--- config.mk ---
export PLATFORM = sky130hd
export DESIGN_NAME = emps_regs
export DESIGN_NICKNAME = d
export VERILOG_FILES = /design/src/hdl/emps_pkg.sv /design/src/hdl/emps_regs.sv
export SDC_FILE = /design/constraint.sdc
export NUM_CORES = 1
export LEC_CHECK = 0
export CAP_MARGIN = 40
export CELL_PAD_IN_SITES_DETAIL_PLACEMENT = 1
export CELL_PAD_IN_SITES_GLOBAL_PLACEMENT = 1
export CORE_UTILIZATION = 45
export DETAILED_ROUTE_END_ITERATION = 8
export DONT_BUFFER_PORTS = 1
export PLACE_DENSITY = 0.73
export SLEW_MARGIN = 20
export SYNTH_ARGS = -nofsm -noshare
export SYNTH_HDL_FRONTEND = slang
export SYNTH_SLANG_ARGS = --single-unit
--- constraint.sdc ---
create_clock -name aclk -period 3.8 [get_ports aclk]
set_input_delay 0.38 -clock aclk [delete_from_list [all_inputs] [get_ports aclk]]
set_output_delay 0.38 -clock aclk [all_outputs]
set_load 0.01 [all_outputs]
--- src/hdl/emps_pkg.sv ---
// ============================================================================
// emps_pkg: shared types and constants of the population step block
// Field widths, configuration map, multiplier schedule codes and the
// command and status bundles between controller and datapath.
// ============================================================================
package emps_pkg;

    localparam int POP_W   = 40;   // population, unsigned Q24.16
    localparam int RATE_W  = 32;   // rates and step values, unsigned Q8.24
    localparam int NOISE_W = 16;   // noise sample, signed Q4.12

    // configuration port
    localparam int DATA_W    = 64;
    localparam int ADDR_W    = 6;
    localparam int REG_IDX_W = 3;
    localparam int REG_LSB   = 3;  // registers sit on 8-byte boundaries

    localparam logic [REG_IDX_W-1:0] REG_BIRTH    = 3'd0;
    localparam logic [REG_IDX_W-1:0] REG_DEATH    = 3'd1;
    localparam logic [REG_IDX_W-1:0] REG_GAIN     = 3'd2;
    localparam logic [REG_IDX_W-1:0] REG_SETPOINT = 3'd3;
    localparam logic [REG_IDX_W-1:0] REG_STEP     = 3'd4;
    localparam logic [REG_IDX_W-1:0] REG_SQRT_DT  = 3'd5;
    localparam logic [REG_IDX_W-1:0] REG_START    = 3'd6;

    // square root iterations: one result bit per cycle
    localparam int SQRT_STEPS = 32;

    typedef struct packed {
        logic [RATE_W-1:0] birth_rate;
        logic [RATE_W-1:0] death_rate;
        logic [RATE_W-1:0] feedback_gain;
        logic [POP_W-1:0]  setpoint;
        logic [RATE_W-1:0] step_size;
        logic [RATE_W-1:0] sqrt_step;
        logic [POP_W-1:0]  start_value;
    } cfg_t;

    // partial products issued to the shared 32x32 multiplier
    typedef enum logic [3:0] {
        MUL_FB_LO  = 4'd0,
        MUL_FB_HI  = 4'd1,
        MUL_DR1_LO = 4'd2,
        MUL_DR1_HI = 4'd3,
        MUL_DR2_LO = 4'd4,
        MUL_DR2_HI = 4'd5,
        MUL_VAR_LL = 4'd6,
        MUL_VAR_HL = 4'd7,
        MUL_VAR_LH = 4'd8,
        MUL_VAR_HH = 4'd9,
        MUL_DF1    = 4'd10,
        MUL_DF2_LO = 4'd11,
        MUL_DF2_HI = 4'd12
    } mul_op_t;

    typedef struct packed {
        logic    accept;      // capture the noise word
        logic    load_start;  // restart: load start value, clear extinct
        logic    diff;        // distance to setpoint
        logic    beff;        // effective birth rate
        logic    rate;        // net rate and variance rate
        logic    mul_en;      // issue a partial product
        mul_op_t mul_op;
        logic    sqrt_en;     // one square root iteration
        logic    fin1;        // add drift
        logic    fin2;        // add diffusion, clamp, update population
        logic    load_out;    // move result into the output register
    } dp_cmd_t;

    typedef struct packed {
        logic dead;
        logic out_free;
    } dp_stat_t;

endpackage

--- src/hdl/emps_regs.sv ---
// ============================================================================
// emps_regs: configuration register file
// APB-style slave holding the seven step parameters; it never inserts wait states.
// ============================================================================
module emps_regs (
    input  logic                          aclk,
    input  logic                          aresetn,
    input  logic                          psel,
    input  logic                          penable,
    input  logic                          pwrite,
    input  logic [emps_pkg::ADDR_W-1:0]   paddr,
    input  logic [emps_pkg::DATA_W-1:0]   pwdata,
    output logic [emps_pkg::DATA_W-1:0]   prdata,
    output logic                          pready,
    output emps_pkg::cfg_t                cfg
);
    import emps_pkg::*;

    cfg_t                 cfg_reg;
    logic                 wr_en;
    logic [REG_IDX_W-1:0] reg_idx;

    assign pready  = 1'b1;
    assign wr_en   = psel && penable && pwrite;
    assign reg_idx = paddr[REG_LSB +: REG_IDX_W];
    assign cfg     = cfg_reg;

    always_ff @(posedge aclk) begin
        if (!aresetn) begin
            cfg_reg <= '0;
        end else if (wr_en) begin
            unique case (reg_idx)
                REG_BIRTH:    cfg_reg.birth_rate    <= pwdata[RATE_W-1:0];
                REG_DEATH:    cfg_reg.death_rate    <= pwdata[RATE_W-1:0];
                REG_GAIN:     cfg_reg.feedback_gain <= pwdata[RATE_W-1:0];
                REG_SETPOINT: cfg_reg.setpoint      <= pwdata[POP_W-1:0];
                REG_STEP:     cfg_reg.step_size     <= pwdata[RATE_W-1:0];
                REG_SQRT_DT:  cfg_reg.sqrt_step     <= pwdata[RATE_W-1:0];
                REG_START:    cfg_reg.start_value   <= pwdata[POP_W-1:0];
                default: ;    // drop writes to unmapped slots
            endcase
        end
    end

    always_comb begin
        unique case (reg_idx)
            REG_BIRTH:    prdata = DATA_W'(cfg_reg.birth_rate);
            REG_DEATH:    prdata = DATA_W'(cfg_reg.death_rate);
            REG_GAIN:     prdata = DATA_W'(cfg_reg.feedback_gain);
            REG_SETPOINT: prdata = DATA_W'(cfg_reg.setpoint);
            REG_STEP:     prdata = DATA_W'(cfg_reg.step_size);
            REG_SQRT_DT:  prdata = DATA_W'(cfg_reg.sqrt_step);
            REG_START:    prdata = DATA_W'(cfg_reg.start_value);
            default:      prdata = '0;
        endcase
    end

endmodule

==> impl_metrics.json <==
{
  "outcome": "completed",
  "timing.fmax_ghz": 0.437,
  "hold_depth": 2,
  "switchingPower_mw": 1.21,
  "cp_slowest_stage_delay_ns": 0.55,
  "ys_top_cells_by_area": "dfxtp_1, mux2i_1, nand2_1",
  "mostFrequentLayoutCell": "nand2_1",
  "fin_nets": 1120,
  "largest_reg_flops": 240,
  "swShare_pct": 22.9,
  "n_antenna_cell": 0,
  "slew_headroom_pct": 41.7,
  "place_inst": 1333,
  "r2r_cells": 2,
  "cp_num_buf_inv": 0,
  "finClkSkew_ns": 0,
  "comb_power_share_pct": 4.2,
  "dp_hpwl_um": 21700,
  "grt_setup_unrepaired": "false",
  "path_delay_family": "compound AO/OA/AOI/OAI gates",
  "grt.total_usage_pct": 27.0,
  "clkLatencyLatePin_ns": 0.52,
  "grt_pass1_wl_um": 50400,
  "viasPerCell": 5.84,
  "drcViolationCount": 0,
  "ant_nets": 0,
  "final-hold-violation-count": 0,
  "r2r_start": "cfg[184]",
  "maxCapViolCount": 0,
  "ys_types": 28,
  "clk_pin_slew_worst_paths_ns": 0.06,
  "r2r_setup_slack_ns": 3.02,
  "tightest_slew_ns": 0.873,
  "grt_max_degree": 277,
  "critPathLaunchType": "register",
  "grt_pass1_vias": 8114,
  "layout-drive-gt1-share_pct": 11.0,
  "rr_endpoint": "cfg[184]",
  "io-pin-count": 380,
  "p_per_area_nw_per_um2": 450,
  "dr_total_vias": 8066,
  "total_leakage_power_nw": 4.29,
  "finalNonFillerCells": 1382,
  "ys_seq_area_share_pct": 44.8,
  "place_ws_ns": 1.48,
  "fp.dieH_um": 156,
  "cts_tree": "yes",
  "mostFrequentLayoutCells": "nand2_1, mux2i_1, dfxtp_1",
  "cts_buffers": 27,
  "cpMaxStageDelayCell": "a221oi_1",
  "cts.sinks": 240,
  "pwr-share-clk_pct": 47.2,
  "syn_avg_cell_area_um2": 9.87,
  "numPortBuffers": 0,
  "finalSetupTns_ns": 0,
  "finalPower_mw": 5.27,
  "drt_iter0_drc": 512,
  "postRouteWirelength_um": 34200,
  "syn_inst": 1087,
  "netlist_area_um2": 10700,
  "start_util_pct": 45.9,
  "wire_per_inst_um": 24.8,
  "arrival_ns": 1.91,
  "area_delta_synth_final_pct": 9.28,
  "post_cts_buffers": 0,
  "die_w_um": 156,
  "worst_slack_ns": 1.51,
  "dieArea_um2": 24500,
  "firstDrtPassIters": 5,
  "yosys.area.top_type": "dfxtp_1",
  "ys_warn_count": 0,
  "whs_endpoint": "cfg[142]",
  "cts_buffer_depth": 3,
  "power_frac_seq_pct": 48.6,
  "whs_ns": 0.0293,
  "fill_cells": 2621,
  "crit_fanout": 3,
  "hold_path_class": "in2reg",
  "netlist.area_leader.share_pct": 44.8,
  "core.rowCount": 56,
  "cp_cell_sequence": "mux2i_1 -> o221a_2 -> a221oi_1",
  "report.final.slew_viol_count": 0,
  "htreeDepth": 1,
  "critPathKind": "reg2out",
  "ys_ff_latch": 240,
  "crit_path_end_kind": "output port",
  "power.internal_mw": 4.06,
  "setup_violations": 0,
  "min_period_over_period_pct": 60.2,
  "worstHoldStart": "pwdata[38]",
  "core_area_um2": 23400,
  "worstPathRequired_ns": 3.42,
  "period_minus_slack_ns": 2.29,
  "cts_root_buffer": "clkbuf_16",
  "grt_overflow_total": 0,
  "antenna_found_initial": 0,
  "vdd_ir_drop_max_mv": 0.358,
  "place.gp.congestion": 0.770
}
-- power groups by stage --
stage,clock network [mW],registers [mW],logic [mW]
final,2.49,2.56,0.222
after detailed placement,0,2.62,0.220
after global routing,2.64,2.57,0.237
after CTS,2.53,2.56,0.223
after floorplan,0,2.61,0.240
after global placement,0,2.62,0.208
-- per-layer routing --
layer	track usage [%]	up-vias	routed length (um)
met5	0	-	0
met4	7.94	0	886
met3	9.25	50	3290
met2	45.7	323	16400
met1	32.2	4042	13700
li1	-	3651	-
-- cells in the mapped netlist --
library cell  instances
o221a_2              16
dfxtp_1             240
clkbuf_2              1
nand2_1             296
buf_4                41
nand2b_1              2
a22oi_1               8
conb_1                2
o32ai_1               1
a222oi_1             15
nand4_1               1
buf_1                 4
mux2i_1             291
or3_1                 1
clkbuf_1             42
nand4b_4              1
nor3_2                1
a32oi_1              15
mux2_2               30
buf_6                 5
nor3_1                1
nor2_1                6
a311o_1               1
and3b_1               2
a221oi_1             16
nor2b_1              11
buf_2                20
inv_1                17
-- kinds of logic after synthesis --
group,share of synthesized area (%)
buffers and inverters,6.57
flip-flops,44.8
multiplexers,30.3
AO/OA/AOI/OAI,6.34
other,0.0700
AND/OR/NAND/NOR,12.0
-- per-stage QoR --
| step | util, % | area (um2) |
|---|---|---|
| final | 50.1 | 11700 |
| after global routing | 50.1 | 11700 |
| after CTS | 50.1 | 11700 |
| after detailed placement | 46.4 | 10900 |
| after global placement | 46.0 | 10800 |
| after floorplan | - | 10800 |
-- how the worst max path moves through the flow --
stage,startpoint,to,cells past startpoint
final,cfg[109],prdata[5],3
after global routing,cfg[109],prdata[5],3
after detailed placement,paddr[4],cfg[78],5
after global placement,paddr[4],cfg[102],5
after floorplan,paddr[5],prdata[10],6
after CTS,cfg[109],prdata[5],3
-- final cells by class --
cell class                      count  area, um2  area share (%)
Multi-Input combinational cell    740       5370            45.8
Sequential cell                   240       4800            41.0
Clock buffer                       39        801            6.83
Tap cell                          319        399            3.40
Timing Repair Buffer               19        244            2.08
Inverter                           17       63.8           0.544
Clock inverter                      8       45.0           0.384
-- timing repair --
action,CTS,global route
hold endpoints to repair,4,0
hold buffers,2,0
resized for setup,0,0
Power figures use the tool's default switching activity.
