**config.mk**
```make
export PLATFORM = sky130hd
export DESIGN_NAME = emps_ctrl
export DESIGN_NICKNAME = d
export VERILOG_FILES = /design/src/hdl/emps_pkg.sv /design/src/hdl/emps_ctrl.sv
export SDC_FILE = /design/constraint.sdc
export NUM_CORES = 1
export LEC_CHECK = 0
export BUFFER_PORTS_ARGS = -buffer_cell sky130_fd_sc_hd__buf_2
export CAP_MARGIN = 20
export CELL_PAD_IN_SITES_DETAIL_PLACEMENT = 0
export CELL_PAD_IN_SITES_GLOBAL_PLACEMENT = 1
export CORE_MARGIN = 2
export CORE_UTILIZATION = 32
export CTS_BUF_LIST = sky130_fd_sc_hd__clkbuf_8
export CTS_CLUSTER_DIAMETER = 200
export DETAILED_ROUTE_END_ITERATION = 10
export PLACE_DENSITY = 0.69
export SYNTH_ARGS = -nofsm -noshare
export SYNTH_HDL_FRONTEND = slang
export SYNTH_SLANG_ARGS = --single-unit
```
**constraint.sdc**
```tcl
create_clock -name aclk -period 2 [get_ports aclk]
set_input_delay 0.1 -clock aclk [delete_from_list [all_inputs] [get_ports aclk]]
set_output_delay 0.1 -clock aclk [all_outputs]
set_load 0.01 [all_outputs]
```
**src/hdl/emps_pkg.sv**
```systemverilog
// ============================================================================
// emps_pkg: shared types and constants of the population step block
// Field widths, configuration map, multiplier schedule codes and the
// command and status bundles between controller and datapath.
// ============================================================================
package emps_pkg;

    localparam int POP_W   = 40;   // population, unsigned Q24.16
    localparam int RATE_W  = 32;   // rates and step values, unsigned Q8.24
    localparam int NOISE_W = 16;   // noise sample, signed Q4.12

    // configuration port
    localparam int DATA_W    = 64;
    localparam int ADDR_W    = 6;
    localparam int REG_IDX_W = 3;
    localparam int REG_LSB   = 3;  // registers sit on 8-byte boundaries

    localparam logic [REG_IDX_W-1:0] REG_BIRTH    = 3'd0;
    localparam logic [REG_IDX_W-1:0] REG_DEATH    = 3'd1;
    localparam logic [REG_IDX_W-1:0] REG_GAIN     = 3'd2;
    localparam logic [REG_IDX_W-1:0] REG_SETPOINT = 3'd3;
    localparam logic [REG_IDX_W-1:0] REG_STEP     = 3'd4;
    localparam logic [REG_IDX_W-1:0] REG_SQRT_DT  = 3'd5;
    localparam logic [REG_IDX_W-1:0] REG_START    = 3'd6;

    // square root iterations: one result bit per cycle
    localparam int SQRT_STEPS = 32;

    typedef struct packed {
        logic [RATE_W-1:0] birth_rate;
        logic [RATE_W-1:0] death_rate;
        logic [RATE_W-1:0] feedback_gain;
        logic [POP_W-1:0]  setpoint;
        logic [RATE_W-1:0] step_size;
        logic [RATE_W-1:0] sqrt_step;
        logic [POP_W-1:0]  start_value;
    } cfg_t;

    // partial products issued to the shared 32x32 multiplier
    typedef enum logic [3:0] {
        MUL_FB_LO  = 4'd0,
        MUL_FB_HI  = 4'd1,
        MUL_DR1_LO = 4'd2,
        MUL_DR1_HI = 4'd3,
        MUL_DR2_LO = 4'd4,
        MUL_DR2_HI = 4'd5,
        MUL_VAR_LL = 4'd6,
        MUL_VAR_HL = 4'd7,
        MUL_VAR_LH = 4'd8,
        MUL_VAR_HH = 4'd9,
        MUL_DF1    = 4'd10,
        MUL_DF2_LO = 4'd11,
        MUL_DF2_HI = 4'd12
    } mul_op_t;

    typedef struct packed {
        logic    accept;      // capture the noise word
        logic    load_start;  // restart: load start value, clear extinct
        logic    diff;        // distance to setpoint
        logic    beff;        // effective birth rate
        logic    rate;        // net rate and variance rate
        logic    mul_en;      // issue a partial product
        mul_op_t mul_op;
        logic    sqrt_en;     // one square root iteration
        logic    fin1;        // add drift
        logic    fin2;        // add diffusion, clamp, update population
        logic    load_out;    // move result into the output register
    } dp_cmd_t;

    typedef struct packed {
        logic dead;
        logic out_free;
    } dp_stat_t;

endpackage

```
**src/hdl/emps_ctrl.sv**
```systemverilog
// ============================================================================
// emps_ctrl: step sequencer
// One-hot state machine that walks the datapath through one step and
// schedules the drift partial products under the square root iterations.
// ============================================================================
module emps_ctrl (
    input  logic                aclk,
    input  logic                aresetn,
    input  logic                s_valid,
    output logic                s_ready,
    input  logic                s_restart,
    input  emps_pkg::dp_stat_t  stat,
    output emps_pkg::dp_cmd_t   cmd
);
    import emps_pkg::*;

    localparam int CNT_W = $clog2(SQRT_STEPS);

    // drift multiplies ride along with the square root iterations
    localparam logic [CNT_W-1:0] SLOT_DR1_LO = CNT_W'(0);
    localparam logic [CNT_W-1:0] SLOT_DR1_HI = CNT_W'(1);
    localparam logic [CNT_W-1:0] SLOT_DR2_LO = CNT_W'(3);
    localparam logic [CNT_W-1:0] SLOT_DR2_HI = CNT_W'(4);
    localparam logic [CNT_W-1:0] SLOT_LAST   = CNT_W'(SQRT_STEPS - 1);

    typedef enum logic [19:0] {
        ST_IDLE   = 20'h00001,
        ST_DIFF   = 20'h00002,
        ST_FB_LO  = 20'h00004,
        ST_FB_HI  = 20'h00008,
        ST_FB_WB  = 20'h00010,
        ST_BEFF   = 20'h00020,
        ST_RATE   = 20'h00040,
        ST_VAR_LL = 20'h00080,
        ST_VAR_HL = 20'h00100,
        ST_VAR_LH = 20'h00200,
        ST_VAR_HH = 20'h00400,
        ST_VAR_WB = 20'h00800,
        ST_SQRT   = 20'h01000,
        ST_DF1    = 20'h02000,
        ST_DF1_WB = 20'h04000,
        ST_DF2_LO = 20'h08000,
        ST_DF2_HI = 20'h10000,
        ST_DF2_WB = 20'h20000,
        ST_FIN    = 20'h40000,
        ST_DONE   = 20'h80000
    } state_t;

    state_t           state_reg, state_next;
    logic [CNT_W-1:0] cnt_reg, cnt_next;

    assign s_ready = (state_reg == ST_IDLE);

    always_ff @(posedge aclk) begin
        if (!aresetn) begin
            state_reg <= ST_IDLE;
            cnt_reg   <= '0;
        end else begin
            state_reg <= state_next;
            cnt_reg   <= cnt_next;
        end
    end

    always_comb begin
        state_next = state_reg;
        cnt_next   = cnt_reg;
        cmd        = '0;
        unique case (state_reg)
            ST_IDLE: begin
                if (s_valid) begin
                    cmd.accept = 1'b1;
                    if (s_restart) begin
                        cmd.load_start = 1'b1;
                        state_next     = ST_DONE;
                    end else if (stat.dead) begin
                        state_next = ST_DONE;
                    end else begin
                        state_next = ST_DIFF;
                    end
                end
            end
            ST_DIFF: begin
                cmd.diff   = 1'b1;
                state_next = ST_FB_LO;
            end
            ST_FB_LO: begin
                cmd.mul_en = 1'b1;
                cmd.mul_op = MUL_FB_LO;
                state_next = ST_FB_HI;
            end
            ST_FB_HI: begin
                cmd.mul_en = 1'b1;
                cmd.mul_op = MUL_FB_HI;
                state_next = ST_FB_WB;
            end
            ST_FB_WB:  state_next = ST_BEFF;
            ST_BEFF: begin
                cmd.beff   = 1'b1;
                state_next = ST_RATE;
            end
            ST_RATE: begin
                cmd.rate   = 1'b1;
                state_next = ST_VAR_LL;
            end
            ST_VAR_LL: begin
                cmd.mul_en = 1'b1;
                cmd.mul_op = MUL_VAR_LL;
                state_next = ST_VAR_HL;
            end
            ST_VAR_HL: begin
                cmd.mul_en = 1'b1;
                cmd.mul_op = MUL_VAR_HL;
                state_next = ST_VAR_LH;
            end
            ST_VAR_LH: begin
                cmd.mul_en = 1'b1;
                cmd.mul_op = MUL_VAR_LH;
                state_next = ST_VAR_HH;
            end
            ST_VAR_HH: begin
                cmd.mul_en = 1'b1;
                cmd.mul_op = MUL_VAR_HH;
                state_next = ST_VAR_WB;
            end
            ST_VAR_WB: begin
                cnt_next   = '0;
                state_next = ST_SQRT;
            end
            ST_SQRT: begin
                cmd.sqrt_en = 1'b1;
                case (cnt_reg)
                    SLOT_DR1_LO: begin
                        cmd.mul_en = 1'b1;
                        cmd.mul_op = MUL_DR1_LO;
                    end
                    SLOT_DR1_HI: begin
                        cmd.mul_en = 1'b1;
                        cmd.mul_op = MUL_DR1_HI;
                    end
                    SLOT_DR2_LO: begin
                        cmd.mul_en = 1'b1;
                        cmd.mul_op = MUL_DR2_LO;
                    end
                    SLOT_DR2_HI: begin
                        cmd.mul_en = 1'b1;
                        cmd.mul_op = MUL_DR2_HI;
                    end
                    default: ;
                endcase
                cnt_next = cnt_reg + CNT_W'(1);
                if (cnt_reg == SLOT_LAST) begin
                    state_next = ST_DF1;
                end
            end
            ST_DF1: begin
                cmd.mul_en = 1'b1;
                cmd.mul_op = MUL_DF1;
                cmd.fin1   = 1'b1;
                state_next = ST_DF1_WB;
            end
            ST_DF1_WB: state_next = ST_DF2_LO;
            ST_DF2_LO: begin
                cmd.mul_en = 1'b1;
                cmd.mul_op = MUL_DF2_LO;
                state_next = ST_DF2_HI;
            end
            ST_DF2_HI: begin
                cmd.mul_en = 1'b1;
                cmd.mul_op = MUL_DF2_HI;
                state_next = ST_DF2_WB;
            end
            ST_DF2_WB: state_next = ST_FIN;
            ST_FIN: begin
                cmd.fin2   = 1'b1;
                state_next = ST_DONE;
            end
            ST_DONE: begin
                // hold until the output register can take the word
                if (stat.out_free) begin
                    cmd.load_out = 1'b1;
                    state_next   = ST_IDLE;
                end
            end
            default: state_next = ST_IDLE;
        endcase
    end

    a_one_item: assert property (@(posedge aclk) disable iff (!aresetn)
        (s_valid && s_ready) |=> !s_ready)
        else $error("second word accepted while a step is in progress");

endmodule

```
==> results.md <==
* Status: complete, but fails checks
* Failing checks: setup timing
* Placed Cells at around 310
* Clock buffer depth at 2
* Nature of the critical path endpoint: output port
* Total CTS buffers at 3
* Synth area leader: dfxtp_1
* Worst-path clk slew at ~0.1 ns
* Post-route insts no fill at 328
* Crit path required time at 1.90 ns
* First-pass GRT wire length at 7.51 mm
* Sequential area share after synthesis at 0.293
* Yosys top cell area share at 0.293
* Final Hold Fails at 0
* Gate Count Post-Synth at approximately 200
* Reg-to-reg endpoint: state_reg[0]
* Yosys Warn Count at 0
* Worst Setup Start Kind: flip-flop
* Starting DRT DRC Count at 96
* Crit path time final at 2.06 ns
* Worst r2r src: state_reg[15]
* Post-synth cell types at 55
* Routed WL per cell at 14.1 um
* Kind of critical path: flip-flop to output port
* Final wirelength at 4.61 mm
* Largest cells by area after synthesis: dfxtp_1, nor4_4, nor2_1
* Final setup fails at 3
* Post-route cell area at approximately 2400 um^2
* Horiz. Die Dim at a little under 80 um
* Most frequent cell after synthesis: dfxtp_1
* Core ar. at between 5000 and 6000 um^2
* Post-route DRC at 0
* CTS tree: built
* Initial Util at 0.332
* Unrepaired setup endpoints after global routing: true
* Commonest cells in the netlist: dfxtp_1, nor2_1, nand2_1, inv_1, nor3_1
* Dpl cell area at 2050 um^2
* Layout cell share with drive strength beyond 1 at 0.500
* #FFs+latches synth at 25
* Chip Height at 77 um
* Post-synth ARST share at 0
* First-pass detailed-route iteration total at 4
* Avg Cell Area, Syn at around 8.6 um^2
* Grt total ovfl at 0
* Switching part of the total power at 0.304
* Setup ws final at -0.0606 ns
* Clock power frac at 0.267
* Worst hold path class: input port to flip-flop
* Post-synth EDFFs at 0
* Count of input and output buffers at 20
* Vias after detailed routing at 1,659
* Clk root buf: clkbuf_8
* WHS Path Cells at 3
* Final hold slack at 0.147 ns
* Final Max Tran Viols at 0
* Antenna viol nets, final at 0
* Full die area at 5930 um^2
* Clk sink count at 25
* Vias in the first global route at 1,564
* Mapped cell area at 1710 um^2
* Comb pwr share at 0.301
* Power per cell area at 495 nW/um^2
* Internal at approximately 0.83 mW
* Ys flop type: dfxtp_1
* Cell Rows at 26
* Worst reg-to-reg path cell count at 7
* Final GP Congestion at 0.878
* Period utilization at 1.03
* Total chip power at 1.19 mW
* Max FFs per register at 20
* Ports at 21
* Leak at between 1 and 1.5 nW
* Hold Path End: state_reg[1]
* Vias per inst at 5.06
* # H-tree levels at 1
* CP Max Fanout at 5
* Sequential Power Share at 0.432
* Layout Nets at about 270
* Clock latency on the worst-skew pair at 0.28 ns
* Peak supply drop at 0.000235 V
* Total GRT Usage at 0.156
* Setup WS pre-CTS at between 0.05 and 0.06 ns
* Hold Path Origin: stat[1]
* Largest net degree at the start of global routing at 15
* Max Clk Rate at 485 MHz
* Clk_skew at 0.0114 ns
* Synthesis-to-layout area growth at 40.9%
* R2r setup slk at 0.07 ns
* Worst Tran Pin Value at 0.451 ns
* Util after Layout at 0.468
* Setup TNS at -0.133 ns
* DP Wirelength at 3.47 mm
* Synth Net Count at 208
* P_sw at 0.362 mW
* Worst Path Arrival at about 2 ns
* ANT cells at 0
* Initial antenna violation count at 0
* Max-Cap Viols at 0
* # hold bufs at CTS at 0
* Rel. slew slack at 0.691
## worst max-delay path, stage by stage, from the launching register on
cell and delay [ns]:
dfxtp_2 0.35, nor4_4 0.25, buf_4 0.19, nand4_4 0.13, or4_4 0.51, nand4_1 0.10
buf_2 0.13
## how the worst max path moves through the flow
stage                     cells after the start             to  slack (ns)          start
after CTS                                     6         cmd[4]       -0.05   state_reg[0]
after global routing                          7         cmd[8]       -0.15   state_reg[4]
after floorplan                               6     cnt_reg[3]      -0.006  state_reg[12]
after global placement                        7         cmd[4]        0.06   state_reg[4]
after detailed placement                      5  state_reg[19]        0.06   state_reg[5]
final                                         6         cmd[4]       -0.06  state_reg[19]
## layout make-up
class	count	area, um^2
multi-input combinational	149	1210
clock inverter	1	5.00
inverter	12	47.5
clock buffer	3	41.3
fill	526	2740
timing repair buffer	68	495
tap	70	87.6
sequential	25	519
## timing repair
action	4_1_cts	5_1_grt
resized for setup	29	31
setup buffers	5	6
setup endpoints to repair	11	25
pin swaps	7	9
## per-layer routing
layer | routed length, um | vias to the layer above | track usage
li1 | - | 839 | -
met4 | 67 | 0 | 0.0464
met1 | 2290 | 781 | 0.216
met2 | 2140 | 32 | 0.253
met5 | 0 | - | 0
met3 | 115 | 7 | 0.0188
## power groups by stage
stage               clock [mW]  sequential, mW  combinational, mW
floorplan                    0           0.529              0.155
detailed placement           0           0.526              0.270
CTS                      0.323           0.516              0.304
finish                   0.317           0.514              0.358
global route             0.351           0.515              0.387
global placement             0           0.527              0.272
## kinds of logic after synthesis
kind of cell / share of synthesized area
xor gates and xnor gates: 0.0411
and+or+nand+nor: 0.414
AOI/OAI and AO/OA: 0.113
muxes: 0.0125
adders and majority gates: 0.0293
buffers and inverters: 0.0968
DFF: 0.293
## cell usage in the layout (no fill, tap or decap), types with 3 or more instances in the layout
cell      Yosys  final
nor2_1       22     19
nor4_2        0      3
nand2_1      14     11
nor3_1       12      7
o21ai_0       5      4
nand4_1       4      4
nand3_1       7      5
xnor2_1       4      4
and3_1        7      7
nor4_1       10      6
nor4_4        5      6
clkbuf_8      2      3
buf_4         4     42
dfxtp_1      25     12
or3_4         0      3
buf_2         2     18
nand2b_1      3      3
ha_1          4      4
nor3_4        0      3
xor2_1        4      4
inv_1        12     11
buf_6         1      8
nand3b_1      3      3
dfxtp_2       0     12
(Power assumes the default switching activity.)
