**config.mk**
```make
export PLATFORM = sky130hd
export DESIGN_NAME = emps_dp
export DESIGN_NICKNAME = d
export VERILOG_FILES = /design/src/hdl/emps_pkg.sv /design/src/hdl/emps_dp.sv
export SDC_FILE = /design/constraint.sdc
export NUM_CORES = 2
export LEC_CHECK = 0
export BUFFER_PORTS_ARGS = -buffer_cell sky130_fd_sc_hd__buf_2
export CAP_MARGIN = 15
export CELL_PAD_IN_SITES_DETAIL_PLACEMENT = 1
export CELL_PAD_IN_SITES_GLOBAL_PLACEMENT = 2
export CORE_MARGIN = 2
export CORE_UTILIZATION = 38
export CTS_BUF_LIST = sky130_fd_sc_hd__clkbuf_4
export DETAILED_ROUTE_END_ITERATION = 10
export GPL_TIMING_DRIVEN = 0
export PLACE_DENSITY_LB_ADDON = 0.25
export REMOVE_ABC_BUFFERS = 1
export SYNTH_ARGS = -nofsm -noshare
export SYNTH_HDL_FRONTEND = slang
export SYNTH_SLANG_ARGS = --single-unit
export TNS_END_PERCENT = 10
```
**constraint.sdc**
```tcl
create_clock -name aclk -period 11.1 [get_ports aclk]
set_clock_uncertainty 0.05 [all_clocks]
set_input_delay 2.22 -clock aclk [delete_from_list [all_inputs] [get_ports aclk]]
set_output_delay 2.22 -clock aclk [all_outputs]
set_load 0.02 [all_outputs]
```
**src/hdl/emps_pkg.sv**
```systemverilog
// ============================================================================
// emps_pkg: shared types and constants of the population step block
// Field widths, configuration map, multiplier schedule codes and the
// command and status bundles between controller and datapath.
// ============================================================================
package emps_pkg;

    localparam int POP_W   = 40;   // population, unsigned Q24.16
    localparam int RATE_W  = 32;   // rates and step values, unsigned Q8.24
    localparam int NOISE_W = 16;   // noise sample, signed Q4.12

    // configuration port
    localparam int DATA_W    = 64;
    localparam int ADDR_W    = 6;
    localparam int REG_IDX_W = 3;
    localparam int REG_LSB   = 3;  // registers sit on 8-byte boundaries

    localparam logic [REG_IDX_W-1:0] REG_BIRTH    = 3'd0;
    localparam logic [REG_IDX_W-1:0] REG_DEATH    = 3'd1;
    localparam logic [REG_IDX_W-1:0] REG_GAIN     = 3'd2;
    localparam logic [REG_IDX_W-1:0] REG_SETPOINT = 3'd3;
    localparam logic [REG_IDX_W-1:0] REG_STEP     = 3'd4;
    localparam logic [REG_IDX_W-1:0] REG_SQRT_DT  = 3'd5;
    localparam logic [REG_IDX_W-1:0] REG_START    = 3'd6;

    // square root iterations: one result bit per cycle
    localparam int SQRT_STEPS = 32;

    typedef struct packed {
        logic [RATE_W-1:0] birth_rate;
        logic [RATE_W-1:0] death_rate;
        logic [RATE_W-1:0] feedback_gain;
        logic [POP_W-1:0]  setpoint;
        logic [RATE_W-1:0] step_size;
        logic [RATE_W-1:0] sqrt_step;
        logic [POP_W-1:0]  start_value;
    } cfg_t;

    // partial products issued to the shared 32x32 multiplier
    typedef enum logic [3:0] {
        MUL_FB_LO  = 4'd0,
        MUL_FB_HI  = 4'd1,
        MUL_DR1_LO = 4'd2,
        MUL_DR1_HI = 4'd3,
        MUL_DR2_LO = 4'd4,
        MUL_DR2_HI = 4'd5,
        MUL_VAR_LL = 4'd6,
        MUL_VAR_HL = 4'd7,
        MUL_VAR_LH = 4'd8,
        MUL_VAR_HH = 4'd9,
        MUL_DF1    = 4'd10,
        MUL_DF2_LO = 4'd11,
        MUL_DF2_HI = 4'd12
    } mul_op_t;

    typedef struct packed {
        logic    accept;      // capture the noise word
        logic    load_start;  // restart: load start value, clear extinct
        logic    diff;        // distance to setpoint
        logic    beff;        // effective birth rate
        logic    rate;        // net rate and variance rate
        logic    mul_en;      // issue a partial product
        mul_op_t mul_op;
        logic    sqrt_en;     // one square root iteration
        logic    fin1;        // add drift
        logic    fin2;        // add diffusion, clamp, update population
        logic    load_out;    // move result into the output register
    } dp_cmd_t;

    typedef struct packed {
        logic dead;
        logic out_free;
    } dp_stat_t;

endpackage

```
**src/hdl/emps_dp.sv**
```systemverilog
// ============================================================================
// emps_dp: step datapath
// Shared 32x32 multiplier with shift-accumulate, bit-per-cycle square root,
// rate arithmetic, population state and the output register.
// ============================================================================
module emps_dp (
    input  logic                                  aclk,
    input  logic                                  aresetn,
    input  emps_pkg::cfg_t                        cfg,
    input  emps_pkg::dp_cmd_t                     cmd,
    output emps_pkg::dp_stat_t                    stat,
    input  logic signed [emps_pkg::NOISE_W-1:0]   s_noise,
    output logic                                  m_valid,
    input  logic                                  m_ready,
    output logic [emps_pkg::POP_W-1:0]            m_new_value,
    output logic                                  m_extinct
);
    import emps_pkg::*;

    localparam int MUL_W    = 32;
    localparam int PROD_W   = 2 * MUL_W;
    localparam int ACC_W    = 81;
    localparam int FB_SHR   = 16;
    localparam int FB_W     = 56;
    localparam int DR1_SHR  = 24;
    localparam int DR1_W    = 48;
    localparam int DR_SHR   = 24;
    localparam int DR_W     = 56;
    localparam int VAR_SHR  = 8;
    localparam int VAR_W    = 64;
    localparam int DPROD_W  = 48;
    localparam int DIFF_SHR = 36;
    localparam int DIFF_W   = 44;
    localparam int ROOT_W   = 32;
    localparam int REM_W    = ROOT_W + 2;
    localparam int SUM_W    = 59;

    // population state
    logic [POP_W-1:0]        pop_reg;
    logic                    dead_reg;

    // per-item operands and intermediates
    logic                    nneg_reg;
    logic [NOISE_W-1:0]      nmag_reg, nmag_next;
    logic [NOISE_W-1:0]      noise_u;
    logic                    above_reg;
    logic [POP_W-1:0]        dmag_reg;
    logic [FB_W-1:0]         fb_reg;
    logic [RATE_W-1:0]       beff_reg, beff_next;
    logic [FB_W:0]           bsum;
    logic                    rneg_reg;
    logic [RATE_W-1:0]       rmag_reg;
    logic [RATE_W:0]         vsum_reg;
    logic [DR1_W-1:0]        drift1_reg;
    logic [DR_W-1:0]         drift_reg;
    logic [DPROD_W-1:0]      dprod_reg;
    logic [DIFF_W-1:0]       diff_reg;
    logic signed [SUM_W-1:0] sum_reg, sum_next, nx_next;
    logic signed [SUM_W-1:0] x_s, drift_s, diff_s;

    // multiplier and accumulator
    logic [MUL_W-1:0]        mul_a, mul_b;
    logic [PROD_W-1:0]       prod_reg;
    mul_op_t                 op_reg;
    logic                    pipe_vld_reg;
    logic [ACC_W-1:0]        acc_reg, acc_next, addend;
    logic                    op_first;

    // square root
    logic [VAR_W-1:0]        rad_reg;
    logic [REM_W-1:0]        rem_reg, rem_next;
    logic [ROOT_W-1:0]       root_reg, root_next;
    logic [REM_W+1:0]        rem_sh;
    logic [REM_W-1:0]        trial;
    logic                    take;

    // output register
    logic                    m_valid_reg;
    logic [POP_W-1:0]        m_value_reg;
    logic                    m_extinct_reg;

    assign stat.dead     = dead_reg;
    assign stat.out_free = !m_valid_reg || m_ready;
    assign m_valid       = m_valid_reg;
    assign m_new_value   = m_value_reg;
    assign m_extinct     = m_extinct_reg;

    // ------------------------------------------------------------------
    // operand capture and scalar rate arithmetic
    // ------------------------------------------------------------------
    assign noise_u   = s_noise;
    assign nmag_next = noise_u[NOISE_W-1] ? (~noise_u + NOISE_W'(1)) : noise_u;

    assign bsum = (FB_W+1)'(cfg.birth_rate) + (FB_W+1)'(fb_reg);

    always_comb begin
        if (above_reg) begin
            beff_next = (|bsum[FB_W:RATE_W]) ? '1 : bsum[RATE_W-1:0];
        end else if (FB_W'(cfg.birth_rate) > fb_reg) begin
            beff_next = cfg.birth_rate - fb_reg[RATE_W-1:0];
        end else begin
            beff_next = '0;
        end
    end

    always_ff @(posedge aclk) begin
        if (cmd.accept) begin
            nneg_reg <= noise_u[NOISE_W-1];
            nmag_reg <= nmag_next;
        end
        if (cmd.diff) begin
            above_reg <= (cfg.setpoint >= pop_reg);
            dmag_reg  <= (cfg.setpoint >= pop_reg) ? cfg.setpoint - pop_reg
                                                   : pop_reg - cfg.setpoint;
        end
        if (cmd.beff) begin
            beff_reg <= beff_next;
        end
        if (cmd.rate) begin
            rneg_reg <= (cfg.death_rate > beff_reg);
            rmag_reg <= (cfg.death_rate > beff_reg) ? cfg.death_rate - beff_reg
                                                    : beff_reg - cfg.death_rate;
            vsum_reg <= (RATE_W+1)'(beff_reg) + (RATE_W+1)'(cfg.death_rate);
        end
    end

    // ------------------------------------------------------------------
    // shared multiplier: operand select, product register
    // ------------------------------------------------------------------
    always_comb begin
        case (cmd.mul_op)
            MUL_FB_LO: begin
                mul_a = dmag_reg[MUL_W-1:0];
                mul_b = cfg.feedback_gain;
            end
            MUL_FB_HI: begin
                mul_a = MUL_W'(dmag_reg[POP_W-1:MUL_W]);
                mul_b = cfg.feedback_gain;
            end
            MUL_DR1_LO: begin
                mul_a = pop_reg[MUL_W-1:0];
                mul_b = rmag_reg;
            end
            MUL_DR1_HI: begin
                mul_a = MUL_W'(pop_reg[POP_W-1:MUL_W]);
                mul_b = rmag_reg;
            end
            MUL_DR2_LO: begin
                mul_a = drift1_reg[MUL_W-1:0];
                mul_b = cfg.step_size;
            end
            MUL_DR2_HI: begin
                mul_a = MUL_W'(drift1_reg[DR1_W-1:MUL_W]);
                mul_b = cfg.step_size;
            end
            MUL_VAR_LL: begin
                mul_a = pop_reg[MUL_W-1:0];
                mul_b = vsum_reg[MUL_W-1:0];
            end
            MUL_VAR_HL: begin
                mul_a = MUL_W'(pop_reg[POP_W-1:MUL_W]);
                mul_b = vsum_reg[MUL_W-1:0];
            end
            MUL_VAR_LH: begin
                mul_a = pop_reg[MUL_W-1:0];
                mul_b = MUL_W'(vsum_reg[RATE_W]);
            end
            MUL_VAR_HH: begin
                mul_a = MUL_W'(pop_reg[POP_W-1:MUL_W]);
                mul_b = MUL_W'(vsum_reg[RATE_W]);
            end
            MUL_DF1: begin
                mul_a = root_reg;
                mul_b = MUL_W'(nmag_reg);
            end
            MUL_DF2_LO: begin
                mul_a = dprod_reg[MUL_W-1:0];
                mul_b = cfg.sqrt_step;
            end
            MUL_DF2_HI: begin
                mul_a = MUL_W'(dprod_reg[DPROD_W-1:MUL_W]);
                mul_b = cfg.sqrt_step;
            end
            default: begin
                mul_a = '0;
                mul_b = '0;
            end
        endcase
    end

    always_ff @(posedge aclk) begin
        if (!aresetn) begin
            pipe_vld_reg <= 1'b0;
        end else begin
            pipe_vld_reg <= cmd.mul_en;
        end
        if (cmd.mul_en) begin
            prod_reg <= mul_a * mul_b;
            op_reg   <= cmd.mul_op;
        end
    end

    // ------------------------------------------------------------------
    // shift-accumulate and write-back of finished products
    // ------------------------------------------------------------------
    always_comb begin
        case (op_reg) inside
            MUL_FB_HI, MUL_DR1_HI, MUL_DR2_HI, MUL_VAR_HL, MUL_VAR_LH, MUL_DF2_HI:
                addend = ACC_W'(prod_reg) << MUL_W;
            MUL_VAR_HH:
                addend = ACC_W'(prod_reg) << PROD_W;
            default:
                addend = ACC_W'(prod_reg);
        endcase
        case (op_reg) inside
            MUL_FB_LO, MUL_DR1_LO, MUL_DR2_LO, MUL_VAR_LL, MUL_DF1, MUL_DF2_LO:
                op_first = 1'b1;
            default:
                op_first = 1'b0;
        endcase
        acc_next = (op_first ? '0 : acc_reg) + addend;
    end

    always_ff @(posedge aclk) begin
        if (pipe_vld_reg) begin
            acc_reg <= acc_next;
            case (op_reg)
                MUL_FB_HI:  fb_reg     <= acc_next[FB_SHR +: FB_W];
                MUL_DR1_HI: drift1_reg <= acc_next[DR1_SHR +: DR1_W];
                MUL_DR2_HI: drift_reg  <= acc_next[DR_SHR +: DR_W];
                MUL_DF1:    dprod_reg  <= acc_next[DPROD_W-1:0];
                MUL_DF2_HI: diff_reg   <= acc_next[DIFF_SHR +: DIFF_W];
                default: ;
            endcase
        end
    end

    // ------------------------------------------------------------------
    // floor square root, two radicand bits per cycle
    // ------------------------------------------------------------------
    assign rem_sh    = {rem_reg, rad_reg[VAR_W-1 -: 2]};
    assign trial     = {root_reg, 2'b01};
    assign take      = (rem_sh >= (REM_W+2)'(trial));
    assign rem_next  = take ? REM_W'(rem_sh - (REM_W+2)'(trial)) : rem_sh[REM_W-1:0];
    assign root_next = {root_reg[ROOT_W-2:0], take};

    always_ff @(posedge aclk) begin
        if (!aresetn) begin
            rem_reg  <= '0;
            root_reg <= '0;
        end else if (pipe_vld_reg && (op_reg == MUL_VAR_HH)) begin
            // saturate the variance term to 64 bits and seed the root
            rad_reg  <= acc_next[VAR_SHR + VAR_W] ? '1 : acc_next[VAR_SHR +: VAR_W];
            rem_reg  <= '0;
            root_reg <= '0;
        end else if (cmd.sqrt_en) begin
            rad_reg  <= rad_reg << 2;
            rem_reg  <= rem_next;
            root_reg <= root_next;
        end
    end

    // ------------------------------------------------------------------
    // population update
    // ------------------------------------------------------------------
    assign x_s     = SUM_W'(pop_reg);
    assign drift_s = SUM_W'(drift_reg);
    assign diff_s  = SUM_W'(diff_reg);
    assign sum_next = rneg_reg ? x_s - drift_s : x_s + drift_s;
    assign nx_next  = nneg_reg ? sum_reg - diff_s : sum_reg + diff_s;

    always_ff @(posedge aclk) begin
        if (cmd.fin1) begin
            sum_reg <= sum_next;
        end
    end

    always_ff @(posedge aclk) begin
        if (!aresetn) begin
            pop_reg  <= '0;
            dead_reg <= 1'b0;
        end else if (cmd.load_start) begin
            pop_reg  <= cfg.start_value;
            dead_reg <= 1'b0;
        end else if (cmd.fin2) begin
            if (nx_next[SUM_W-1] || (nx_next == '0)) begin
                pop_reg  <= '0;
                dead_reg <= 1'b1;
            end else if (|nx_next[SUM_W-2:POP_W]) begin
                pop_reg <= '1;
            end else begin
                pop_reg <= nx_next[POP_W-1:0];
            end
        end
    end

    // ------------------------------------------------------------------
    // output register
    // ------------------------------------------------------------------
    always_ff @(posedge aclk) begin
        if (!aresetn) begin
            m_valid_reg <= 1'b0;
        end else if (cmd.load_out) begin
            m_valid_reg <= 1'b1;
        end else if (m_ready) begin
            m_valid_reg <= 1'b0;
        end
        if (cmd.load_out) begin
            m_value_reg   <= pop_reg;
            m_extinct_reg <= dead_reg;
        end
    end

    a_dead_zero: assert property (@(posedge aclk) disable iff (!aresetn)
        dead_reg |-> (pop_reg == '0))
        else $error("extinct population holds a nonzero value");

    a_root_rem: assert property (@(posedge aclk) disable iff (!aresetn)
        rem_reg <= {1'b0, root_reg, 1'b0})
        else $error("square root remainder exceeds twice the partial root");

    a_out_extinct: assert property (@(posedge aclk) disable iff (!aresetn)
        (m_valid_reg && m_extinct_reg) |-> (m_value_reg == '0))
        else $error("extinct result word carries a nonzero population");

endmodule

```
==> results.md <==
- P&R area growth vs syn: 13.8%
- Post-layout util: between 40% and 50%
- Largest register FFs: 80
- Leading cell type by number of instances after synthesis: inv_1
- Die Area: roughly 250000 um2
- Worst Setup Slack post-DPL: -4550 ps
- Drt pass-1 iters: 7
- FF-to-FF Start: dmag_reg[36]$_DFFE_PP_
- Area leader, netlist: edfxtp_1
- Layout cell share with drive strength beyond 1: 12.0%
- CTS tree: yes
- Min Tclk post-route: between 10000 and 15000 ps
- Overall Power: around 0.024 W
- Result of the run: finished with violations
- 1st-iter DRT viols: ~7.4k
- Initial antenna violation count: 60
- Die H: around 500 um
- Tot GR Track Use: between 30% and 40%
- Root Buffer: clkbuf_4
- Failing checks: negative setup slack
- YS warnings: 0
- DRC: 0
- Worst hold path type: reg -> reg
- Max_cap viols: 0
- Hold worst-path end: rad_reg[51]$_DFFE_PP_
- Seq cells post-synth: 827
- Pwr/cell area: ~220 nW/um2
- Max incr delay on CP: 580 ps
- Setup violations, final: 1
- # H-tree levels: 4
- Post-Syn Area: just over 90000 um2
- Vias: about 83k
- Cts bufs inserted: 239
- WL/cell: 28.9 um
- Critical path's most frequent cell: fa_1
- Post-synth ARST share: 0%
- Max_slew headroom: a little under 7%
- Starting Density: a little under two fifths
- Die X-Extent: 500 um
- Routed WL: roughly 410 mm
- CTS clock-pin slew for the worst setup and hold paths: 70 ps
- Global route total overflow: 0
- Crit path arrival time: approximately 12000 ps
- Main synth FF type: edfxtp_1
- Critical Path Fanout Max: 12
- Avg Inst Size Synth: a little under 9 um2
- Port Buffers: approximately 320
- Vias in the first global route: 86.5k
- Crit start category: input port
- Post-route insts no fill: approximately 14k
- Number of synthesized flops with an enable pin: between 700 and 800
- Hold Path Depth: 2
- Leakage power: approximately 47 nW
- Largest net degree at the start of global routing: between 80 and 90
- Clk sinks: between 800 and 900
- NumNets Final: 12.8k
- Hold buffer count at cts: 0
- Worst R2R Path Depth: 34
- Final hold violation count: 0
- First-pass GRT wire length: between 500 and 600 mm
- Crit Path Class: in -> reg
- Fmax: between 0.08 and 0.09 GHz
- Routability congestion estimate: around 0.94
- Clock latency on the worst-skew pair: ~1400 ps
- Unrepaired setup endpoints after global routing: true
- Worst-Margin Slew: 1390 ps
- Maximum vdd drop: slightly below 400 uV
- Vias per Instance: 5.83
- R2R Setup Slk: 1090 ps
- Final period util: 100%
- Cell row count: approximately 180
- Core ar.: between 200000 and 250000 um2
- Synth area leaders: edfxtp_1 23%, fa_1 19%, ha_1 10%, inv_1 5.6%, nor2_1 4.4%
- Max clock buf depth: 3
- Detail Placement HPWL: between 300 and 400 mm
- Hold path start: rad_reg[49]$_DFFE_PP_
- Boundary pin count: 317
- Worst path slowest cell: xor2_1
- Detail Route Antenna Nets: 0
- Pins over their slew limit: 0
- WP data required: approximately 12000 ps
- Post-synth top area share: a little under a quarter
- Finished layout cell area: around 110000 um2
- Yosys cell types: 101
- Seq/Total Area, Yosys: between 20% and 30%
- Synth cell count leaders: 1395 x inv_1, 1102 x nor2_1, 1010 x nand2_1
- Placed cell areas: approximately 100000 um2
- DP Cell Count: roughly 14k
- Crit Reg-Reg Endpoint: prod_reg[32]$_DFFE_PP_
- Cells after Synth: 10.5k
- Final setup margin: -39.0 ps
- Crit. End Element: register
## power by group
part           switching (W)  total [W]  internal (W)
Combinational         0.0105     0.0157       0.00517
Clock                0.00162    0.00324       0.00163
Sequential          0.000391    0.00490       0.00451
Total                 0.0125     0.0238        0.0113
## repair_timing
action / in CTS / in global routing
gates resized for setup: 120 / 34
pin swaps: 38 / 21
buffers inserted: 76 / 24
gates cloned: 6 / 0
endpoints found under the setup margin: 48 / 10
## metrics by stage
step / setup TNS (ps) / hold WS, ps
after CTS: 0 / 441
after global routing: -193 / 473
after global placement: -558010 / 433
final: -39.0 / 445
after floorplan: -52460 / 412
after detailed placement: -154280 / 450
## cell type report
class | instances | area [um2]
sequential | 827 | 23700
antenna | 24 | 60.1
tap | 3202 | 4010
inverter | 1401 | 5260
clock buffer | 339 | 2540
multi-input combinational | 7768 | 63800
timing repair buffer | 631 | 6080
fill | 28300 | 137000
clock inverter | 106 | 743
## kinds of logic (layout without fill, tap and decap cells)
| kind of cell | count (synthesis) | after routing | share of synthesized area [%] |
|---|---|---|---|
| buffers and inverters | 1924 | 2477 | 7.80 |
| other | 0 | 24 | 0 |
| and+or+nand+nor | 3170 | 3174 | 15.4 |
| adders and majority gates | 1661 | 1661 | 29.6 |
| DFF | 827 | 827 | 25.4 |
| AOI/OAI and AO/OA | 2393 | 2393 | 16.4 |
| muxes | 127 | 127 | 1.48 |
| xor gates and xnor gates | 413 | 413 | 3.87 |
## worst max-delay path: cells and delay by family
family                   cells  cell delay (ps)
adder cells (fa/ha/maj)      9             4330
XOR/XNOR                     1              580
AND/OR/NAND/NOR             11             1870
AO/OA/AOI/OAI                6             1810
buffers and inverters        9             1150
## worst max-delay path by stage
stage,from,to,slack [ps],depth (start not counted)
3_5_place_dp,cmd[7],prod_reg[62]$_DFFE_PP_,-4550,33
2_1_floorplan,cmd[7],prod_reg[62]$_DFFE_PP_,-2080,31
6_report,cmd[6],prod_reg[32]$_DFFE_PP_,-40,36
3_3_place_gp,cmd[7],prod_reg[62]$_DFFE_PP_,-10090,30
5_1_grt,cmd[6],prod_reg[63]$_DFFE_PP_,-100,39
4_1_cts,cmd[6],prod_reg[62]$_DFFE_PP_,20,38
## metal layers
layer  track usage (%)  up-vias  routed length (um)
met5                 0        -                  73
met4              15.2       10               22600
met3              4.67      795               28300
met2              51.5     3199              186000
met1              44.0    42800              176000
li1                  -    36500                   -
## placed cells by master (no fill, tap or decap), drive strengths merged, types with 74 or more instances in the layout
cell type  synthesis  layout
a211oi            81      81
a21o             201     201
a21oi            791     791
a31oi             74      74
and2              82      82
buf               66     628
clkbuf           457     340
clkinv             4      91
dfxtp            109     109
edfxtp           718     718
fa               907     907
ha               754     754
inv             1397    1407
mux2i             93      93
nand2           1010    1010
nand2b            99      99
nand3            120     120
nand4            130     130
nor2            1103    1104
nor2b            150     150
nor3             208     208
o21ai            478     478
o21bai           149     149
xnor2            298     298
xor2             115     115
(Power assumes the default switching activity.)
